### src/tbgmc_pkg.sv
// Shared types, constants and the gesture decode function of the gesture mode controller.
`default_nettype none

package tbgmc_pkg;

	localparam int TIMER_BITS = 10;
	localparam int NUM_BTN    = 3;
	localparam int CNT_W      = 3;
	localparam int CFG_DATA_W = 10;
	localparam int CFG_IDX_W  = 3;
	localparam int BTN_W      = 2;

	localparam logic [CNT_W-1:0]      CNT_MAX     = CNT_W'(7);
	localparam logic [TIMER_BITS-1:0] GAP_RESET   = TIMER_BITS'(15);
	localparam logic [TIMER_BITS-1:0] HOLD_RESET  = TIMER_BITS'(200);
	localparam logic [TIMER_BITS-1:0] FIRST_RESET = TIMER_BITS'(300);
	localparam logic [TIMER_BITS-1:0] REP0_RESET  = TIMER_BITS'(300);
	localparam logic [TIMER_BITS-1:0] REP1_RESET  = TIMER_BITS'(20);

	localparam logic [BTN_W-1:0] BTN_ZERO = BTN_W'(0);
	localparam logic [BTN_W-1:0] BTN_ONE  = BTN_W'(1);

	typedef enum logic [1:0] {
		MODE_INIT   = 2'd0,
		MODE_NORMAL = 2'd1,
		MODE_MANUAL = 2'd2,
		MODE_TUNING = 2'd3
	} mode_t;

	typedef enum logic [3:0] {
		ACT_NONE         = 4'd0,
		ACT_NO_EFFECT    = 4'd1,
		ACT_BEGIN_NORMAL = 4'd2,
		ACT_RUN_MANUAL   = 4'd3,
		ACT_RUN_TUNING   = 4'd4,
		ACT_MODIFY       = 4'd5,
		ACT_SAVE         = 4'd6,
		ACT_ENTER_MANUAL = 4'd7,
		ACT_ENTER_TUNING = 4'd8,
		ACT_WALK_NORMAL  = 4'd9,
		ACT_WALK_MANUAL  = 4'd10,
		ACT_ALL_OFF      = 4'd11
	} act_t;

	typedef enum logic [CFG_IDX_W-1:0] {
		CFG_PRESSED_LEVEL = 3'd0,
		CFG_RELEASE_GAP   = 3'd1,
		CFG_HOLD_FIRST    = 3'd2,
		CFG_REPEAT_ZERO   = 3'd3,
		CFG_REPEAT_ONE    = 3'd4
	} cfg_idx_t;

	typedef struct packed {
		logic                  pressed_level;
		logic [TIMER_BITS-1:0] gap_load;
		logic [TIMER_BITS-1:0] hold_load;
		logic [TIMER_BITS-1:0] repeat_zero;
		logic [TIMER_BITS-1:0] repeat_one;
	} cfg_t;

	typedef struct packed {
		logic [NUM_BTN-1:0][1:0]            hist;
		logic [NUM_BTN-1:0]                 stable;
		logic [NUM_BTN-1:0][CNT_W-1:0]      pcnt;
		logic [NUM_BTN-1:0][CNT_W-1:0]      rcnt;
		logic [NUM_BTN-1:0][TIMER_BITS-1:0] gap;
		logic [NUM_BTN-1:0][TIMER_BITS-1:0] hold;
		mode_t                              mode;
	} gest_state_t;

	typedef struct packed {
		act_t [NUM_BTN-1:0] act;
		mode_t              mode;
	} result_t;

	typedef struct packed {
		act_t  act;
		mode_t mode;
	} fire_t;

	// Sorts the counts of a firing button into an action and the new mode.
	function automatic fire_t fire_decode(input logic [BTN_W-1:0] btn,
		input logic [CNT_W-1:0] p, input logic [CNT_W-1:0] r, input mode_t m);
		fire_t f;
		logic  tap;
		logic  single;
		logic  dbl;
		logic  triple;
		f.act  = ACT_NO_EFFECT;
		f.mode = m;
		tap    = (p == CNT_W'(0) || p == CNT_W'(1)) && r == CNT_W'(0);
		single = p == CNT_W'(1) && r == CNT_W'(1);
		dbl    = p == CNT_W'(2) && (r == CNT_W'(1) || r == CNT_W'(2));
		triple = p == CNT_W'(3) && (r == CNT_W'(2) || r == CNT_W'(3));
		if (btn == BTN_ZERO) begin
			if (tap) begin
				if (m == MODE_MANUAL) f.act = ACT_RUN_MANUAL;
				else if (m == MODE_TUNING) f.act = ACT_RUN_TUNING;
			end else if (single) begin
				f.mode = MODE_NORMAL;
				f.act  = ACT_BEGIN_NORMAL;
			end else if (dbl) begin
				f.mode = MODE_MANUAL;
				f.act  = ACT_ENTER_MANUAL;
			end else if (triple) begin
				f.mode = MODE_TUNING;
				f.act  = ACT_ENTER_TUNING;
			end
		end else if (btn == BTN_ONE) begin
			if (tap) begin
				if (m == MODE_TUNING) f.act = ACT_MODIFY;
			end else if (single) begin
				if (m == MODE_NORMAL) f.act = ACT_BEGIN_NORMAL;
				else if (m == MODE_MANUAL) f.act = ACT_RUN_MANUAL;
				else if (m == MODE_TUNING) f.act = ACT_MODIFY;
			end else if (dbl) begin
				if (m == MODE_TUNING) f.act = ACT_SAVE;
			end
		end else begin
			if (single) begin
				if (m == MODE_NORMAL) f.act = ACT_WALK_NORMAL;
				else if (m == MODE_MANUAL) f.act = ACT_WALK_MANUAL;
			end else if (dbl) begin
				f.mode = MODE_INIT;
				f.act  = ACT_ALL_OFF;
			end
		end
		return f;
	endfunction

endpackage

`default_nettype wire

### src/tbgmc_if.sv
// Handshake channels for tick items and result items of the gesture mode controller.
`default_nettype none

interface tbgmc_in_if;
	logic valid;
	logic ready;
	logic level_zero;
	logic level_one;
	logic level_two;

	modport source (output valid, output level_zero, output level_one, output level_two,
		input ready);
	modport sink (input valid, input level_zero, input level_one, input level_two,
		output ready);
endinterface

interface tbgmc_out_if;
	import tbgmc_pkg::*;
	logic       valid;
	logic       ready;
	logic [3:0] action_zero;
	logic [3:0] action_one;
	logic [3:0] action_two;
	logic [1:0] mode_now;

	modport source (output valid, output action_zero, output action_one,
		output action_two, output mode_now, input ready);
	modport sink (input valid, input action_zero, input action_one,
		input action_two, input mode_now, output ready);
endinterface

`default_nettype wire

### src/three_button_gesture_mode_controller.sv
// Top level of the three-button gesture mode controller.
`default_nettype none

// Each item is one tick of raw levels for three buttons; the block debounces them over three
// samples, counts clicks, runs the release-gap and hold timers, and returns one result item per
// tick with an action code for each button and the mode after the tick. It takes one item per
// clock cycle while the result channel is not stalled; an accepted item waits in the input
// register while the gesture logic works on it, and its result item goes into the result register
// once that is empty or being taken, and is offered from there. While a result waits, the block
// takes one more item into an empty input register and then holds off until the result is taken.
module three_button_gesture_mode_controller (
	input  wire logic                            clk,
	input  wire logic                            arst_n,
	input  wire logic                            cfg_wr_en,
	input  wire logic [tbgmc_pkg::CFG_IDX_W-1:0]  cfg_index,
	input  wire logic [tbgmc_pkg::CFG_DATA_W-1:0] cfg_data,
	tbgmc_in_if.sink                              tick_in,
	tbgmc_out_if.source                           result_out
);
	import tbgmc_pkg::*;

	cfg_t               cfg;
	gest_state_t        state_q;
	gest_state_t        state_nxt;
	result_t            res;
	result_t            res_q;
	logic               valid_s1;
	logic [NUM_BTN-1:0] levels_s1;
	logic               out_valid_q;
	logic               advance;
	logic               accept;
	logic               load;

	tbgmc_cfg_regs u_cfg (
		.clk       (clk),
		.arst_n    (arst_n),
		.cfg_wr_en (cfg_wr_en),
		.cfg_index (cfg_index),
		.cfg_data  (cfg_data),
		.cfg       (cfg)
	);

	tbgmc_core u_core (
		.levels (levels_s1),
		.cfg    (cfg),
		.cur    (state_q),
		.nxt    (state_nxt),
		.res    (res)
	);

	assign advance       = !out_valid_q || result_out.ready;
	assign tick_in.ready = !valid_s1 || advance;
	assign accept        = tick_in.valid && tick_in.ready;
	assign load          = valid_s1 && advance;

	always_ff @(posedge clk or negedge arst_n) begin
		if (!arst_n) begin
			valid_s1    <= 1'b0;
			out_valid_q <= 1'b0;
			state_q.hist   <= '0;
			state_q.stable <= '0;
			state_q.pcnt   <= '0;
			state_q.rcnt   <= '0;
			state_q.gap    <= '0;
			state_q.hold   <= {NUM_BTN{HOLD_RESET}};
			state_q.mode   <= MODE_INIT;
		end else begin
			if (accept) valid_s1 <= 1'b1;
			else if (load) valid_s1 <= 1'b0;
			if (load) out_valid_q <= 1'b1;
			else if (result_out.ready) out_valid_q <= 1'b0;
			if (load) state_q <= state_nxt;
		end
	end

	always_ff @(posedge clk) begin
		if (accept) levels_s1 <= {tick_in.level_two, tick_in.level_one, tick_in.level_zero};
		if (load) res_q <= res;
	end

	assign result_out.valid       = out_valid_q;
	assign result_out.action_zero = res_q.act[0];
	assign result_out.action_one  = res_q.act[1];
	assign result_out.action_two  = res_q.act[2];
	assign result_out.mode_now    = res_q.mode;

	a_load_gives_result: assert property (@(posedge clk) disable iff (!arst_n)
		load |=> out_valid_q)
		else $error("result register not valid after a tick was processed");

	a_mode_held: assert property (@(posedge clk) disable iff (!arst_n)
		!load |=> $stable(state_q.mode))
		else $error("mode changed without a processed tick");

	a_all_off_mode: assert property (@(posedge clk) disable iff (!arst_n)
		out_valid_q && res_q.act[2] == ACT_ALL_OFF |-> res_q.mode == MODE_INIT)
		else $error("all-off action without init mode");

endmodule

`default_nettype wire

### src/tbgmc_cfg_regs.sv
// Configuration registers of the gesture mode controller.
`default_nettype none

module tbgmc_cfg_regs (
	input  wire logic                            clk,
	input  wire logic                            arst_n,
	input  wire logic                            cfg_wr_en,
	input  wire logic [tbgmc_pkg::CFG_IDX_W-1:0]  cfg_index,
	input  wire logic [tbgmc_pkg::CFG_DATA_W-1:0] cfg_data,
	output tbgmc_pkg::cfg_t                       cfg
);
	import tbgmc_pkg::*;

	cfg_t cfg_q;

	always_ff @(posedge clk or negedge arst_n) begin
		if (!arst_n) begin
			cfg_q.pressed_level <= 1'b0;
			cfg_q.gap_load      <= GAP_RESET;
			cfg_q.hold_load     <= FIRST_RESET;
			cfg_q.repeat_zero   <= REP0_RESET;
			cfg_q.repeat_one    <= REP1_RESET;
		end else if (cfg_wr_en) begin
			case (cfg_idx_t'(cfg_index))
				CFG_PRESSED_LEVEL: cfg_q.pressed_level <= cfg_data[0];
				CFG_RELEASE_GAP:   cfg_q.gap_load      <= TIMER_BITS'(cfg_data);
				CFG_HOLD_FIRST:    cfg_q.hold_load     <= TIMER_BITS'(cfg_data);
				CFG_REPEAT_ZERO:   cfg_q.repeat_zero   <= TIMER_BITS'(cfg_data);
				CFG_REPEAT_ONE:    cfg_q.repeat_one    <= TIMER_BITS'(cfg_data);
				default: begin
				end
			endcase
		end
	end

	assign cfg = cfg_q;

endmodule

`default_nettype wire

### src/tbgmc_core.sv
// Per-tick debounce, click counting, timers, firing and mode decode for all three buttons.
`default_nettype none

module tbgmc_core (
	input  wire logic [tbgmc_pkg::NUM_BTN-1:0] levels,
	input  wire tbgmc_pkg::cfg_t                cfg,
	input  wire tbgmc_pkg::gest_state_t         cur,
	output tbgmc_pkg::gest_state_t              nxt,
	output tbgmc_pkg::result_t                  res
);
	import tbgmc_pkg::*;

	always_comb begin
		gest_state_t      st;
		logic [2:0]       h;
		logic             s;
		logic             fire_now;
		fire_t            fr;
		logic [BTN_W-1:0] bi;
		st = cur;
		for (int k = 0; k < NUM_BTN; k++) begin
			res.act[k] = ACT_NONE;
		end
		// Buttons are handled in order; a firing clears the counts seen by later buttons.
		for (int b = 0; b < NUM_BTN; b++) begin
			bi       = BTN_W'(b);
			s        = levels[bi] == cfg.pressed_level;
			h        = {st.hist[bi], s};
			st.hist[bi] = h[1:0];
			fire_now = 1'b0;
			if (h == 3'b000 || h == 3'b111) begin
				if (st.stable[bi] != s) begin
					st.stable[bi] = s;
					if (!s) begin
						if (st.rcnt[bi] != CNT_MAX) st.rcnt[bi] = st.rcnt[bi] + CNT_W'(1);
						st.gap[bi] = cfg.gap_load;
					end else begin
						if (st.pcnt[bi] != CNT_MAX) st.pcnt[bi] = st.pcnt[bi] + CNT_W'(1);
						st.hold[bi] = cfg.hold_load;
					end
				end else if (!s) begin
					if (st.gap[bi] != '0) begin
						st.gap[bi] = st.gap[bi] - TIMER_BITS'(1);
						fire_now   = st.gap[bi] == '0;
					end
				end else begin
					if (st.hold[bi] != '0) begin
						st.hold[bi] = st.hold[bi] - TIMER_BITS'(1);
						if (st.hold[bi] == '0) begin
							fire_now = 1'b1;
							if (bi == BTN_ZERO) st.hold[bi] = cfg.repeat_zero;
							else if (bi == BTN_ONE) st.hold[bi] = cfg.repeat_one;
						end
					end
				end
			end
			fr = fire_decode(bi, st.pcnt[bi], st.rcnt[bi], st.mode);
			if (fire_now) begin
				res.act[bi] = fr.act;
				st.mode     = fr.mode;
				st.pcnt     = '0;
				st.rcnt     = '0;
				st.gap      = '0;
			end
		end
		nxt      = st;
		res.mode = st.mode;
	end

endmodule

`default_nettype wire
### src/flat_wrapper.sv
// flat-port wrapper written by rule: the top's interface ports become plain ports
module three_button_gesture_mode_controller_flat import tbgmc_pkg::*;
  (clk, arst_n, cfg_wr_en, cfg_index, cfg_data, tick_in_valid, tick_in_level_zero, tick_in_level_one, tick_in_level_two, tick_in_ready, result_out_valid, result_out_action_zero, result_out_action_one, result_out_action_two, result_out_mode_now, result_out_ready);
  tbgmc_in_if tick_in_i ();
  tbgmc_out_if result_out_i ();
  input  wire logic clk;
  input  wire logic arst_n;
  input  wire logic cfg_wr_en;
  input  wire logic [tbgmc_pkg::CFG_IDX_W-1:0] cfg_index;
  input  wire logic [tbgmc_pkg::CFG_DATA_W-1:0] cfg_data;
  input wire logic [$bits(tick_in_i.valid)-1:0] tick_in_valid;
  input wire logic [$bits(tick_in_i.level_zero)-1:0] tick_in_level_zero;
  input wire logic [$bits(tick_in_i.level_one)-1:0] tick_in_level_one;
  input wire logic [$bits(tick_in_i.level_two)-1:0] tick_in_level_two;
  output wire logic [$bits(tick_in_i.ready)-1:0] tick_in_ready;
  output wire logic [$bits(result_out_i.valid)-1:0] result_out_valid;
  output wire logic [$bits(result_out_i.action_zero)-1:0] result_out_action_zero;
  output wire logic [$bits(result_out_i.action_one)-1:0] result_out_action_one;
  output wire logic [$bits(result_out_i.action_two)-1:0] result_out_action_two;
  output wire logic [$bits(result_out_i.mode_now)-1:0] result_out_mode_now;
  input wire logic [$bits(result_out_i.ready)-1:0] result_out_ready;
  assign tick_in_i.valid = tick_in_valid;
  assign tick_in_i.level_zero = tick_in_level_zero;
  assign tick_in_i.level_one = tick_in_level_one;
  assign tick_in_i.level_two = tick_in_level_two;
  assign tick_in_ready = tick_in_i.ready;
  assign result_out_valid = result_out_i.valid;
  assign result_out_action_zero = result_out_i.action_zero;
  assign result_out_action_one = result_out_i.action_one;
  assign result_out_action_two = result_out_i.action_two;
  assign result_out_mode_now = result_out_i.mode_now;
  assign result_out_i.ready = result_out_ready;
  three_button_gesture_mode_controller u_core (.clk(clk), .arst_n(arst_n), .cfg_wr_en(cfg_wr_en), .cfg_index(cfg_index), .cfg_data(cfg_data), .tick_in(tick_in_i), .result_out(result_out_i));
endmodule
### config.mk
export PLATFORM = sky130hd
export DESIGN_NAME = three_button_gesture_mode_controller_flat
export DESIGN_NICKNAME = d
export VERILOG_FILES = /design/src/tbgmc_pkg.sv /design/src/tbgmc_if.sv /design/src/three_button_gesture_mode_controller.sv /design/src/tbgmc_cfg_regs.sv /design/src/tbgmc_core.sv /design/src/flat_wrapper.sv
export SDC_FILE = /design/constraint.sdc
export NUM_CORES = 1
export LEC_CHECK = 0
export ABC_AREA = 0
export BUFFER_PORTS_ARGS = -buffer_cell sky130_fd_sc_hd__buf_2
export CORE_MARGIN = 4
export CORE_UTILIZATION = 60
export CTS_CLUSTER_DIAMETER = 30
export DETAILED_ROUTE_END_ITERATION = 6
export MAX_ROUTING_LAYER = met4
export PLACE_DENSITY_LB_ADDON = 0.08
export SLEW_MARGIN = 40
export SYNTH_ARGS = -nofsm -noshare
export SYNTH_HDL_FRONTEND = slang
export SYNTH_HIERARCHICAL = 1
export SYNTH_SLANG_ARGS = --single-unit
### constraint.sdc
create_clock -name clk -period 6.5 [get_ports clk]
set_clock_uncertainty 0.2 [all_clocks]
set_input_delay 0.975 -clock clk [delete_from_list [all_inputs] [get_ports clk]]
set_output_delay 0.975 -clock clk [all_outputs]
set_load 0.03 [all_outputs]
Word level (Yosys, flattened, before mapping)
Index checks and enable logic that the tools add are counted.
Operators by class
  $add $sub $neg: 12
  equality and inequality tests: 39
  mux-type cells: 99
  reductions and logical operators: 63
Operators with widths (number)
  10-bit 2-to-1 mux: 29
  48-bit 2-to-1 mux: 3
  3-bit 2-to-1 mux: 29
  10-bit logical NOT: 6
  10-bit nonzero test: 6
  10-bit by 1-bit subtractor with 10-bit output (second input constant): 6
  4-bit 2-to-1 mux: 8
  3-bit by 2-bit equality test with 1-bit output (second input constant): 10
  3-bit logical NOT: 8
  6-bit 2-to-1 mux: 4
  1-bit 2-to-1 mux: 22
  3-bit by 1-bit equality test with 1-bit output (second input constant): 7
  3-bit by 1-bit adder with 3-bit output (second input constant): 6
  3-bit inequality test (second input constant): 6
  4-bit AND reduction: 4
  3-bit equality test (second input constant): 4
  1-bit logical AND: 11
  1-bit logical OR: 11
  2-bit AND reduction: 5
  2-bit nonzero test: 5
  3-bit AND reduction: 3
  2-bit equality test (second input constant): 4
  2-bit 2-to-1 mux: 4
  5-bit nonzero test: 1
  other kinds (6): 11
Word-level totals
  register bits after elaboration: 149
  input port bits: 21
  output and inout bits: 16
  word-level logic and storage cells: 244

Logic depth before layout (Yosys ltp)
Gate-level depths: netlist (run 1).
  word-level depth: 26
  depth in mapped cells: 29
  gate-level depth less buffers: 24

By module
The synthesis (run 1) kept the hierarchy.
Modules (own cells, without submodules)
  tbgmc_core: times used 1, cells each 877, area each 5196.2 um^2, sequential area each 0.0 um^2
  three_button_gesture_mode_controller: times used 1, cells each 213, area each 4291.6 um^2, sequential area each 2798.9 um^2
  tbgmc_cfg_regs: times used 1, cells each 91, area each 1711.6 um^2, sequential area each 1043.5 um^2

Worst setup path after synthesis (run 1)
OpenSTA, ideal clock, no wires.
  path type: reg2reg
  start point: reg u_core/state_q[32] (netlist name)
  end point: reg u_core/state_q[0] (netlist name)
  library setup time: 0.125 ns
  data arrival time: 5.641 ns
  required time: 6.175 ns
  path slack: 0.534 ns
  stages on the path, launching flop included: 28
  path buffers: 5
  clock period less this slack: 5.966 ns
  cells stage by stage: dfrtp_1 > clkbuf_1 > inv_1 > ha_1 > or4b_4 > xnor2_1 > o31a_1 > nor4b_4 > nor2_1 > clkbuf_1 > nand2_1 > ha_1 > clkbuf_1 > nand3_1 > o31a_1 > o311a_4 > buf_2 > buf_2 > and2_1 > ha_1 > nand2_1 > nand2_1 > nand2_1 > nor2_1 > a211o_1 > nor3_1 > a21oi_1 > mux2_4
RTL lines
  start, declared: RTL line three_button_gesture_mode_controller.sv:23  | gest_state_t state_q;
  start signal, assigned: RTL line three_button_gesture_mode_controller.sv:72  | if (load) state_q <= state_nxt;

==> impl_metrics.toml, run 1 <==
[logic_synthesis]
syn_area_mm2 = 0.0112
synthArstFlopShare_pct = 88.6
netlist_instances = 1181
synth.yosys.seq_area_share_pct = 34.3
synth_area_per_cell_um2 = 9.48
ys_ff_latch = 149
ys_types = 98
ys.flop_type = "dfrtp_1"
synth_area_leaders = "dfrtp_1 24%, mux2_4 16%, dfstp_2 5.4%"
ys_warn_count = 6
netlist.area_leader.share_pct = 24.4
synth_edf_count = 17
yosys.area.top_type = "dfrtp_1"

[setup_path]
worstSetupStartpointType = "flop"
path_cells = "inv_1 -> ha_1 -> or4b_4 -> xnor2_1 -> o31a_1 -> nor4b_4 -> nor2_1 -> nand2_1 -> ha_2 -> nand3_1 -> nand2_1 -> and3_1 -> o31ai_1 -> o311a_4 -> and2_1 -> ha_1 -> nand2_1 -> nand2_1 -> nand2_1 -> nor2_1 -> a211o_1 -> nor3_1 -> a21oi_1 -> mux2_4"
worst_path_most_repeated_cell = "nand2_1"
required_ns = 6.61
reg2reg_from = "u_core/state_q[32]$_DFFE_PN0P_"
slowest_stage = "or4b_4"
end_kind = "flop"
crit_fanout = 25
arrival_ns = 6.13
r2r_end = "u_core/state_q[0]$_DFFE_PN0P_"
r2r.worst_path.cells = 24
cp_slowest_stage_delay_ns = 0.54
rrSetupSlack_ns = 0.49
worstSetupPathType = "reg -> reg"

[global_routing]
grt_max_degree = 75
gr-usage-met3_pct = 5.39
grtUsageMet2_pct = 45.4
grt_pass1_vias = 8657
grt_pass1_wl_um = 47400
globalRoute.busiestLayer = "met2"
grtUsageMet1_pct = 40.2
gr-total-overflow = 0
grt_usage_pct = 29.7
antenna_found_initial = 0

[power]
p_leak_nw = 5.14
cellPowerDensity_mw_per_mm2 = 458
p_seq_share_pct = 32.9
p_comb_share_pct = 48.7
p_int_mw = 3.07
pwr-share-clk_pct = 18.4
ir_worst_vdd_uv = 273
switching_share_pct = 44.3
p_switching_mw = 2.44

[clock_network]
cts_root_buf = "clkbuf_16"
cts_buffers = 17
clk_pin_slew_ns = 0.07
cts_num_sinks = 149
clock_latency_ns = 0.44
cts_tree = "done"
ctsHoldBuffers = 0
cts.htree.levels = 4
clk_path_buf_depth = 2

[sta]
worst_slew_pin_slew_ns = 0.819
finalCriticalPeriod_ns = 6.01
final.setup.tns_ns = 0
relSlewSlack_pct = 45.2
hold_slack_ns = 0.318
grt_setup_unrepaired = "no"
final_max_slew_viol_count = 0
max_freq_ghz = 0.166
hold_violations = 0
fin_crit_sh_pct = 92.5
finalSetupViolCount = 0

[placement]
placed_area_mm2 = 0.0113
hpwl_um = 20400
numPortBuffers = 36
place.gp.congestion = 0.995

[outcome]
outcome = "complete, no violations"

[layout]
fin_area_mm2 = 0.0120
area_growth_pct = 7.38
final_cell_mix = "124 x nor2_1, 119 x mux2_4, 109 x dfrtp_1"
final_common_cell = "nor2_1"
layout.nets = 1219
n_antenna_cell = 0
drive_above_1_share_pct = 23.5

[die]
die_area_mm2 = 0.0209
die_width_um = 145
core-area_mm2 = 0.0181
start_util_pct = 61.7
die_h_um = 145
fp-row-count = 49
ioPinCount = 37

[min_path]
hold_path_class = "reg -> reg"
min_delay_worst_endpoint = "u_core/u_cfg/cfg[21]$_DFFE_PN0P_"
hold_path_startpoint = "u_core/u_cfg/cfg[21]$_DFFE_PN0P_"
min_path_cells = 1

[detailed_routing]
vias = 9300
routed_wl_um = 29500
ant_nets = 0
drc = 0
wl_per_cell_um = 20.8
via_per_inst = 6.55
drt_iter0_markers = 869
drt_first_pass_iters = 6

[job]
drv_cap = 0
what timing repair did:
| action | 4_1_cts | 5_1_grt |
|---|---|---|
| endpoints found under the setup margin | 0 | 8 |
| setup buffers | 0 | 5 |
| resized for setup | 0 | 2 |
routing by layer:
layer	wire, um	up-vias
met2	13500	332
met3	2000	55
met1	13300	4551
met5	0	-
li1	-	4362
met4	729	0
cell usage after synthesis (4+ instances only):
cell type and number:
nor2_1 124, mux2_4 119, dfrtp_1 109, nand2_1 101, a21oi_1 88, o21ai_0 64
nor3_1 40, clkbuf_1 39, inv_1 27, dfstp_2 23, nand3_1 22, a31oi_1 20
ha_1 20, xnor2_1 20, o22ai_1 18, and3_1 17, edfxtp_1 17, nand4_1 15
a22oi_1 14, and2_1 14, buf_6 14, mux2_2 13, a211oi_1 12, a22o_1 11
buf_2 11, xor2_1 11, nor4_1 10, or3_1 10, nand2b_1 9, a221oi_1 8
buf_4 7, mux2i_1 7, nor2b_1 7, o21a_1 7, o31ai_1 7, or2_2 7
nand4b_1 6, nor3_2 5, nor3b_1 5, o211ai_1 5, o31a_1 5, a32oi_1 4
o311ai_0 4, or4_1 4
worst max-delay path by stage:
| stage | endpoint | start | slack (ns) | cells past startpoint |
|---|---|---|---|---|
| floorplan | u_core/state_q[0]$_DFFE_PN0P_ | u_core/state_q[32]$_DFFE_PN0P_ | 0.53 | 27 |
| global placement | u_core/state_q[0]$_DFFE_PN0P_ | u_core/state_q[2]$_DFFE_PN0P_ | 0.43 | 24 |
| detailed placement | u_core/state_q[0]$_DFFE_PN0P_ | u_core/state_q[2]$_DFFE_PN0P_ | 0.26 | 24 |
| CTS | u_core/state_q[0]$_DFFE_PN0P_ | u_core/state_q[2]$_DFFE_PN0P_ | 0.24 | 24 |
| global route | u_core/state_q[1]$_DFFE_PN0P_ | u_core/state_q[2]$_DFFE_PN0P_ | 0.08 | 22 |
| finish | u_core/state_q[0]$_DFFE_PN0P_ | u_core/state_q[32]$_DFFE_PN0P_ | 0.49 | 24 |
flip-flops by register name, indices dropped and copies added (netlist names):
name	cells
u_core/result_out.action_one	4
u_core/levels_s1	3
u_core/result_out.valid	1
u_core/result_out.action_zero	4
u_core/state_q	89
u_core/result_out.mode_now	2
u_core/u_cfg/cfg	41
u_core/result_out.action_two	4
u_core/valid_s1	1
area by class of cell:
cell class	count	area [um^2]
inverter	30	115
timing repair buffer	51	307
clock buffer	17	425
tap	229	287
clock inverter	15	204
fill	1510	6120
sequential	149	3840
multi-input combinational	929	6850
kinds of logic after synthesis:
family,Yosys count,share of synthesized area [%]
AOI/OAI and AO/OA,312,18.4
xor gates and xnor gates,32,2.67
adders and majority gates,20,2.23
buffers and inverters,104,4.80
DFF,149,34.3
muxes,140,18.0
other,1,0.0335
and+or+nand+nor,423,19.6
power groups by stage:
stage / combinational [mW] / clock [mW] / sequential, mW
finish: 2.68 / 1.01 / 1.81
global route: 2.95 / 1.07 / 1.86
CTS: 2.62 / 1.03 / 1.80
detailed placement: 2.60 / 0 / 1.80
global placement: 2.55 / 0 / 1.80
floorplan: 2.26 / 0 / 1.57
worst max-delay path: cells and delay by family (launching register included):
kind	cells	cell delay [ns]
and+or+nand+nor	13	2.39
AOI/OAI and AO/OA	5	1.36
adders and majority gates	3	0.90
DFF	1	0.48
muxes	1	0.29
xor gates and xnor gates	1	0.16
buffers and inverters	1	0.09
stage by stage:
step                power [mW]  setup slack, ns  util, %  std cells
finish                    5.51            0.487     66.3       1420
global route              5.88           0.0758     66.3       1420
CTS                       5.44            0.240     66.0       1415
detailed placement        4.40            0.256     62.5       1383
global placement          4.36            0.434     62.5       1383
floorplan                 3.83            0.534        -       1182
(Power assumes the default switching activity.)
==> run 2, diff against run 1 <==
Settings changed: ABC_AREA 0 to 1.
==> impl_metrics.toml, run 2 <==
[outcome]
outcome = "complete, no violations"

[logic_synthesis]
syn_area_mm2 = 0.0110
yosys.area.top_type = "dfrtp_1"
synth_area_leaders = "dfrtp_1 25%, nand2_1 17%, nand3_1 8.7%"
netlist.area_leader.share_pct = 24.7
netlist_instances = 1617
synthArstFlopShare_pct = 88.6
synth_most_common_cell = "nand2_1"
synthTopCellsByCount = "504 x nand2_1, 191 x nand3_1, 150 x inv_1, 109 x dfrtp_1, 109 x nor2_1"
ys_warn_count = 6
synth_area_per_cell_um2 = 6.82
synth.yosys.seq_area_share_pct = 34.8
ys_ff_latch = 149
synth_edf_count = 17
ys.flop_type = "dfrtp_1"
ys_types = 57

[power]
cellPowerDensity_mw_per_mm2 = 454
p_leak_nw = 5.95
ir_worst_vdd_uv = 426

[layout]
final_common_cell = "nand2_1"
largest_reg_flops = 89
fin_area_mm2 = 0.0118
drive_above_1_share_pct = 12.0
layout.nets = 1650
n_antenna_cell = 0
area_growth_pct = 7.25
final_cell_mix = "504 x nand2_1, 191 x nand3_1, 150 x inv_1"
regMostFlops = "u_core/state_q"

[clock_network]
post_cts.repair.setup_buffers = 0
cts.htree.levels = 4
clk_path_buf_depth = 2
cts_root_buf = "clkbuf_16"
clock_latency_ns = 0.44
cts_num_sinks = 149
clk_pin_slew_ns = 0.07
ctsHoldBuffers = 0
cts_tree = "done"
cts_buffers = 17
cts_repair_resize_count = 0

[min_path]
hold_path_class = "reg -> reg"

[detailed_routing]
via_per_inst = 5.92
drt_first_pass_iters = 5
wl_per_cell_um = 17.0
ant_nets = 0
vias = 10963
drc = 0
routed_wl_um = 31400
drt_iter0_markers = 1073

[placement]
hpwl_um = 21800
placed_area_mm2 = 0.0112
place.gp.congestion = 0.944
numPortBuffers = 36

[sta]
relSlewSlack_pct = 40.9
max_freq_ghz = 0.176
finalSetupViolCount = 0
worst_slew_pin_slew_ns = 0.887
fin_crit_sh_pct = 87.3
finalCriticalPeriod_ns = 5.67
hold_violations = 0
grt_setup_unrepaired = "no"
final.setup.tns_ns = 0
final_max_slew_viol_count = 0
hold_slack_ns = 0.269

[setup_path]
path_delay_family = "simple AND/OR/NAND/NOR gates"
crit_buf_inv = 6
worst_path_most_repeated_cell = "nand2_1"
worstSetupStartpointType = "flop"
cp_slowest_stage_delay_ns = 0.49
required_ns = 6.66
worstSetupPathType = "reg -> reg"
arrival_ns = 5.83
slowest_stage = "nor2_2"
crit_fanout = 28
end_kind = "flop"

[die]
ioPinCount = 37
core-area_mm2 = 0.0180
start_util_pct = 61.2
die_area_mm2 = 0.0206
die_h_um = 144
die_width_um = 144
fp-row-count = 49

[global_routing]
grt_usage_pct = 32.2
gr-total-overflow = 0
grt_pass1_vias = 10166
grt_max_degree = 91
grt_pass1_wl_um = 51900
antenna_found_initial = 0

[job]
drv_cap = 0
## run 2: cell count changes in the layout (fill, tap and decap cells not counted), moves of 17 or more
cell,delta
a21oi_1,-31
and3_1,-17
inv_1,+123
mux2_4,-119
nand2_1,+403
nand3_1,+169
nor2_1,-17
nor3_1,-20
o21ai_0,+23
## run 2: tightest hold or removal path, stage by stage, from the launching register on
cell,delay (ns)
dfrtp_1,0.34
nand2_1,0.06
nand2_1,0.04
## run 2: path summary, 6_finish.rpt
kind                                                  end                             start  slack, ns  cells after the start
max                         u_core/state_q[1]$_DFFE_PN0P_  u_core/u_cfg/cfg[40]$_DFFE_PN0P_       0.83                     31
min reg2reg                u_core/state_q[75]$_DFFE_PN0P_    u_core/state_q[75]$_DFFE_PN0P_       0.27                      2
min in group asynchronous  u_core/state_q[71]$_DFFE_PN0P_                            arst_n       0.36                      1
max reg2reg                 u_core/state_q[1]$_DFFE_PN0P_  u_core/u_cfg/cfg[40]$_DFFE_PN0P_       0.83                     31
max in group asynchronous     u_core/valid_s1$_DFFE_PN0P_                            arst_n       4.51                      2
min                        u_core/state_q[75]$_DFFE_PN0P_    u_core/state_q[75]$_DFFE_PN0P_       0.27                      2
## run 2: area by class of cell
| cell class | instances | area, um^2 |
|---|---|---|
| repair buffers | 47 | 275 |
| multi-input cells | 1219 | 6140 |
| clock buffers | 19 | 475 |
| inverters | 175 | 657 |
| flip-flops and latches | 149 | 3840 |
| clock inverters | 13 | 151 |
| fillers | 1636 | 6200 |
| well taps | 229 | 287 |
## run 2: routing by layer
layer | up-vias | global-route usage, % | wire [um]
met5 | - | - | 0
met4 | 0 | 8.97 | 745
met3 | 58 | 5.59 | 2390
met2 | 444 | 49.1 | 14200
met1 | 5122 | 44.7 | 14100
li1 | 5339 | - | -
## run 2: power by group
part / internal, mW / switching [mW] / leakage, nW / total (mW)
combinational: 0.947 / 1.78 / 3.84 / 2.73
clock: 0.593 / 0.449 / 0.306 / 1.04
sequential: 1.25 / 0.340 / 1.80 / 1.59
total: 2.79 / 2.57 / 5.95 / 5.37
## run 2: metrics by stage
step	std cells	setup slack (ns)	power, mW	utilization (%)
2_1_floorplan	1618	1.81	3.65	-
3_3_place_gp	1819	0.874	4.23	62.0
3_5_place_dp	1819	0.619	4.27	62.1
4_1_cts	1851	0.578	5.33	65.5
5_1_grt	1851	0.410	5.83	65.6
6_report	1851	0.827	5.37	65.6
## run 2: cells by family after synthesis
group,share of synthesized area (%)
flops,34.8
xor+xnor,1.91
simple gates,36.6
buf+inv,9.67
other cells,0.0340
compound gates,14.6
fa+ha+maj,2.27
==> run 3, diff against run 2 <==
Settings changed: RECOVER_POWER set to 25.
==> impl_metrics.toml, run 3 (synthesized netlist as in run 2, its figures left out) <==
[layout]
layout.nets = 1650
utilization_pct = 65.6
largest_reg_flops = 89
drive_above_1_share_pct = 11.9
regMostFlops = "u_core/state_q"
final_common_cell = "nand2_1"
area_growth_pct = 7.16
fin_cells = 1851
n_antenna_cell = 0
final_cell_mix = "504 x nand2_1, 191 x nand3_1, 150 x inv_1"

[global_routing]
grt_pass1_wl_um = 51900
grt_max_degree = 91
gr-total-overflow = 0
grt_usage_pct = 32.2
antenna_found_initial = 0
grt_pass1_vias = 10166

[die]
die_width_um = 144
die_h_um = 144
core-area_mm2 = 0.0180
fp-row-count = 49
die_area_mm2 = 0.0206
start_util_pct = 61.2
ioPinCount = 37

[placement]
hpwl_um = 21800
numPortBuffers = 36
place.gp.congestion = 0.944
dp_cells = 1819

[clock_network]
clk_path_buf_depth = 2
cts_repair_resize_count = 0
clock_latency_ns = 0.43
cts.htree.levels = 4
post_cts.repair.setup_buffers = 0
cts_num_sinks = 149
cts_tree = "done"
cts_buffers = 17
ctsHoldBuffers = 0
cts_root_buf = "clkbuf_16"
clk_pin_slew_ns = 0.07

[setup_path]
slowest_stage = "nor2_2"
worstSetupPathType = "reg -> reg"
arrival_ns = 5.84
reg2reg_from = "u_core/u_cfg/cfg[40]$_DFFE_PN0P_"
rrSetupSlack_ns = 0.82
worstSetupStartpointType = "flop"
required_ns = 6.66
cp_slowest_stage_delay_ns = 0.49
r2r_end = "u_core/state_q[1]$_DFFE_PN0P_"
crit_fanout = 28
worst_path_most_repeated_cell = "nand2_1"
r2r.worst_path.cells = 31
end_kind = "flop"

[detailed_routing]
via_per_inst = 5.94
wl_per_cell_um = 17.0
drt_iter0_markers = 1071
vias = 10991
routed_wl_um = 31400
drc = 0
ant_nets = 0
drt_first_pass_iters = 5

[sta]
finalCriticalPeriod_ns = 5.68
finalSetupViolCount = 0
final_max_slew_viol_count = 82
hold_violations = 0
final.setup.tns_ns = 0
max_freq_ghz = 0.176
relSlewSlack_pct = -199
fin_crit_sh_pct = 87.4
worst_slew_pin_slew_ns = 4.49
grt_setup_unrepaired = "no"

[min_path]
hold_path_startpoint = "u_core/state_q[75]$_DFFE_PN0P_"
hold_path_class = "reg -> reg"
min_delay_worst_endpoint = "u_core/state_q[75]$_DFFE_PN0P_"
min_path_cells = 2

[power]
p_total_mw = 5.37
ir_worst_vdd_uv = 426
cellPowerDensity_mw_per_mm2 = 454
p_leak_nw = 5.94

[job]
drv_cap = 1

[outcome]
outcome = "finished, violations left"
violations = "max-capacitance violations, max-slew violations"
[run 3: changes by cell type in the layout (fill, tap and decap cells not counted)]
cell / change
clkbuf_1: +1
clkbuf_8: -1
[run 3: area by class of cell]
class,count,area [um^2]
multi-input combinational,1219,6140
clock inverter,13,151
clock buffer,19,475
timing repair buffer,47,265
tap,229,287
fill,1637,6210
sequential,149,3840
inverter,175,657
[run 3: metrics by stage]
stage               instance area (um^2)  hold WS, ns  setup WS [ns]
floorplan                          11000        0.237           1.81
global placement                   11200        0.253          0.874
detailed placement                 11200        0.259          0.619
CTS                                11800        0.271          0.578
global route                       11800        0.285          0.410
finish                             11800        0.269          0.820
[run 3: how the worst max path moves through the flow]
stage / from / end / cells past startpoint
2_1_floorplan: u_core/state_q[32]$_DFFE_PN0P_ / u_core/result_out.mode_now[1]$_DFFE_PP_ / 37
3_3_place_gp: u_core/u_cfg/cfg[40]$_DFFE_PN0P_ / u_core/state_q[33]$_DFFE_PN0P_ / 28
3_5_place_dp: u_core/u_cfg/cfg[40]$_DFFE_PN0P_ / u_core/state_q[67]$_DFFE_PN0P_ / 27
4_1_cts: u_core/u_cfg/cfg[40]$_DFFE_PN0P_ / u_core/state_q[67]$_DFFE_PN0P_ / 27
5_1_grt: u_core/u_cfg/cfg[40]$_DFFE_PN0P_ / u_core/state_q[1]$_DFFE_PN0P_ / 31
6_report: u_core/u_cfg/cfg[40]$_DFFE_PN0P_ / u_core/state_q[1]$_DFFE_PN0P_ / 31
[run 3: worst max-delay path: cells and delay by family (launching register included)]
| kind | cells | cell delay (ns) |
|---|---|---|
| AND/OR/NAND/NOR | 22 | 3.04 |
| flip-flops | 1 | 0.44 |
| buffers and inverters | 6 | 1.18 |
| AO/OA/AOI/OAI | 2 | 0.49 |
| adder cells (fa/ha/maj) | 1 | 0.21 |
[run 3: power by group]
part	total [mW]	internal [mW]	switching (mW)
Sequential	1.59	1.25	0.340
Combinational	2.73	0.947	1.78
Clock	1.04	0.593	0.448
[run 3: layer usage]
metal | track usage, % | wire length, um | vias up
li1 | - | - | 5337
met1 | 44.7 | 14100 | 5151
met2 | 49.1 | 14200 | 447
met3 | 5.59 | 2400 | 56
met4 | 8.97 | 730 | 0
met5 | - | 0 | -
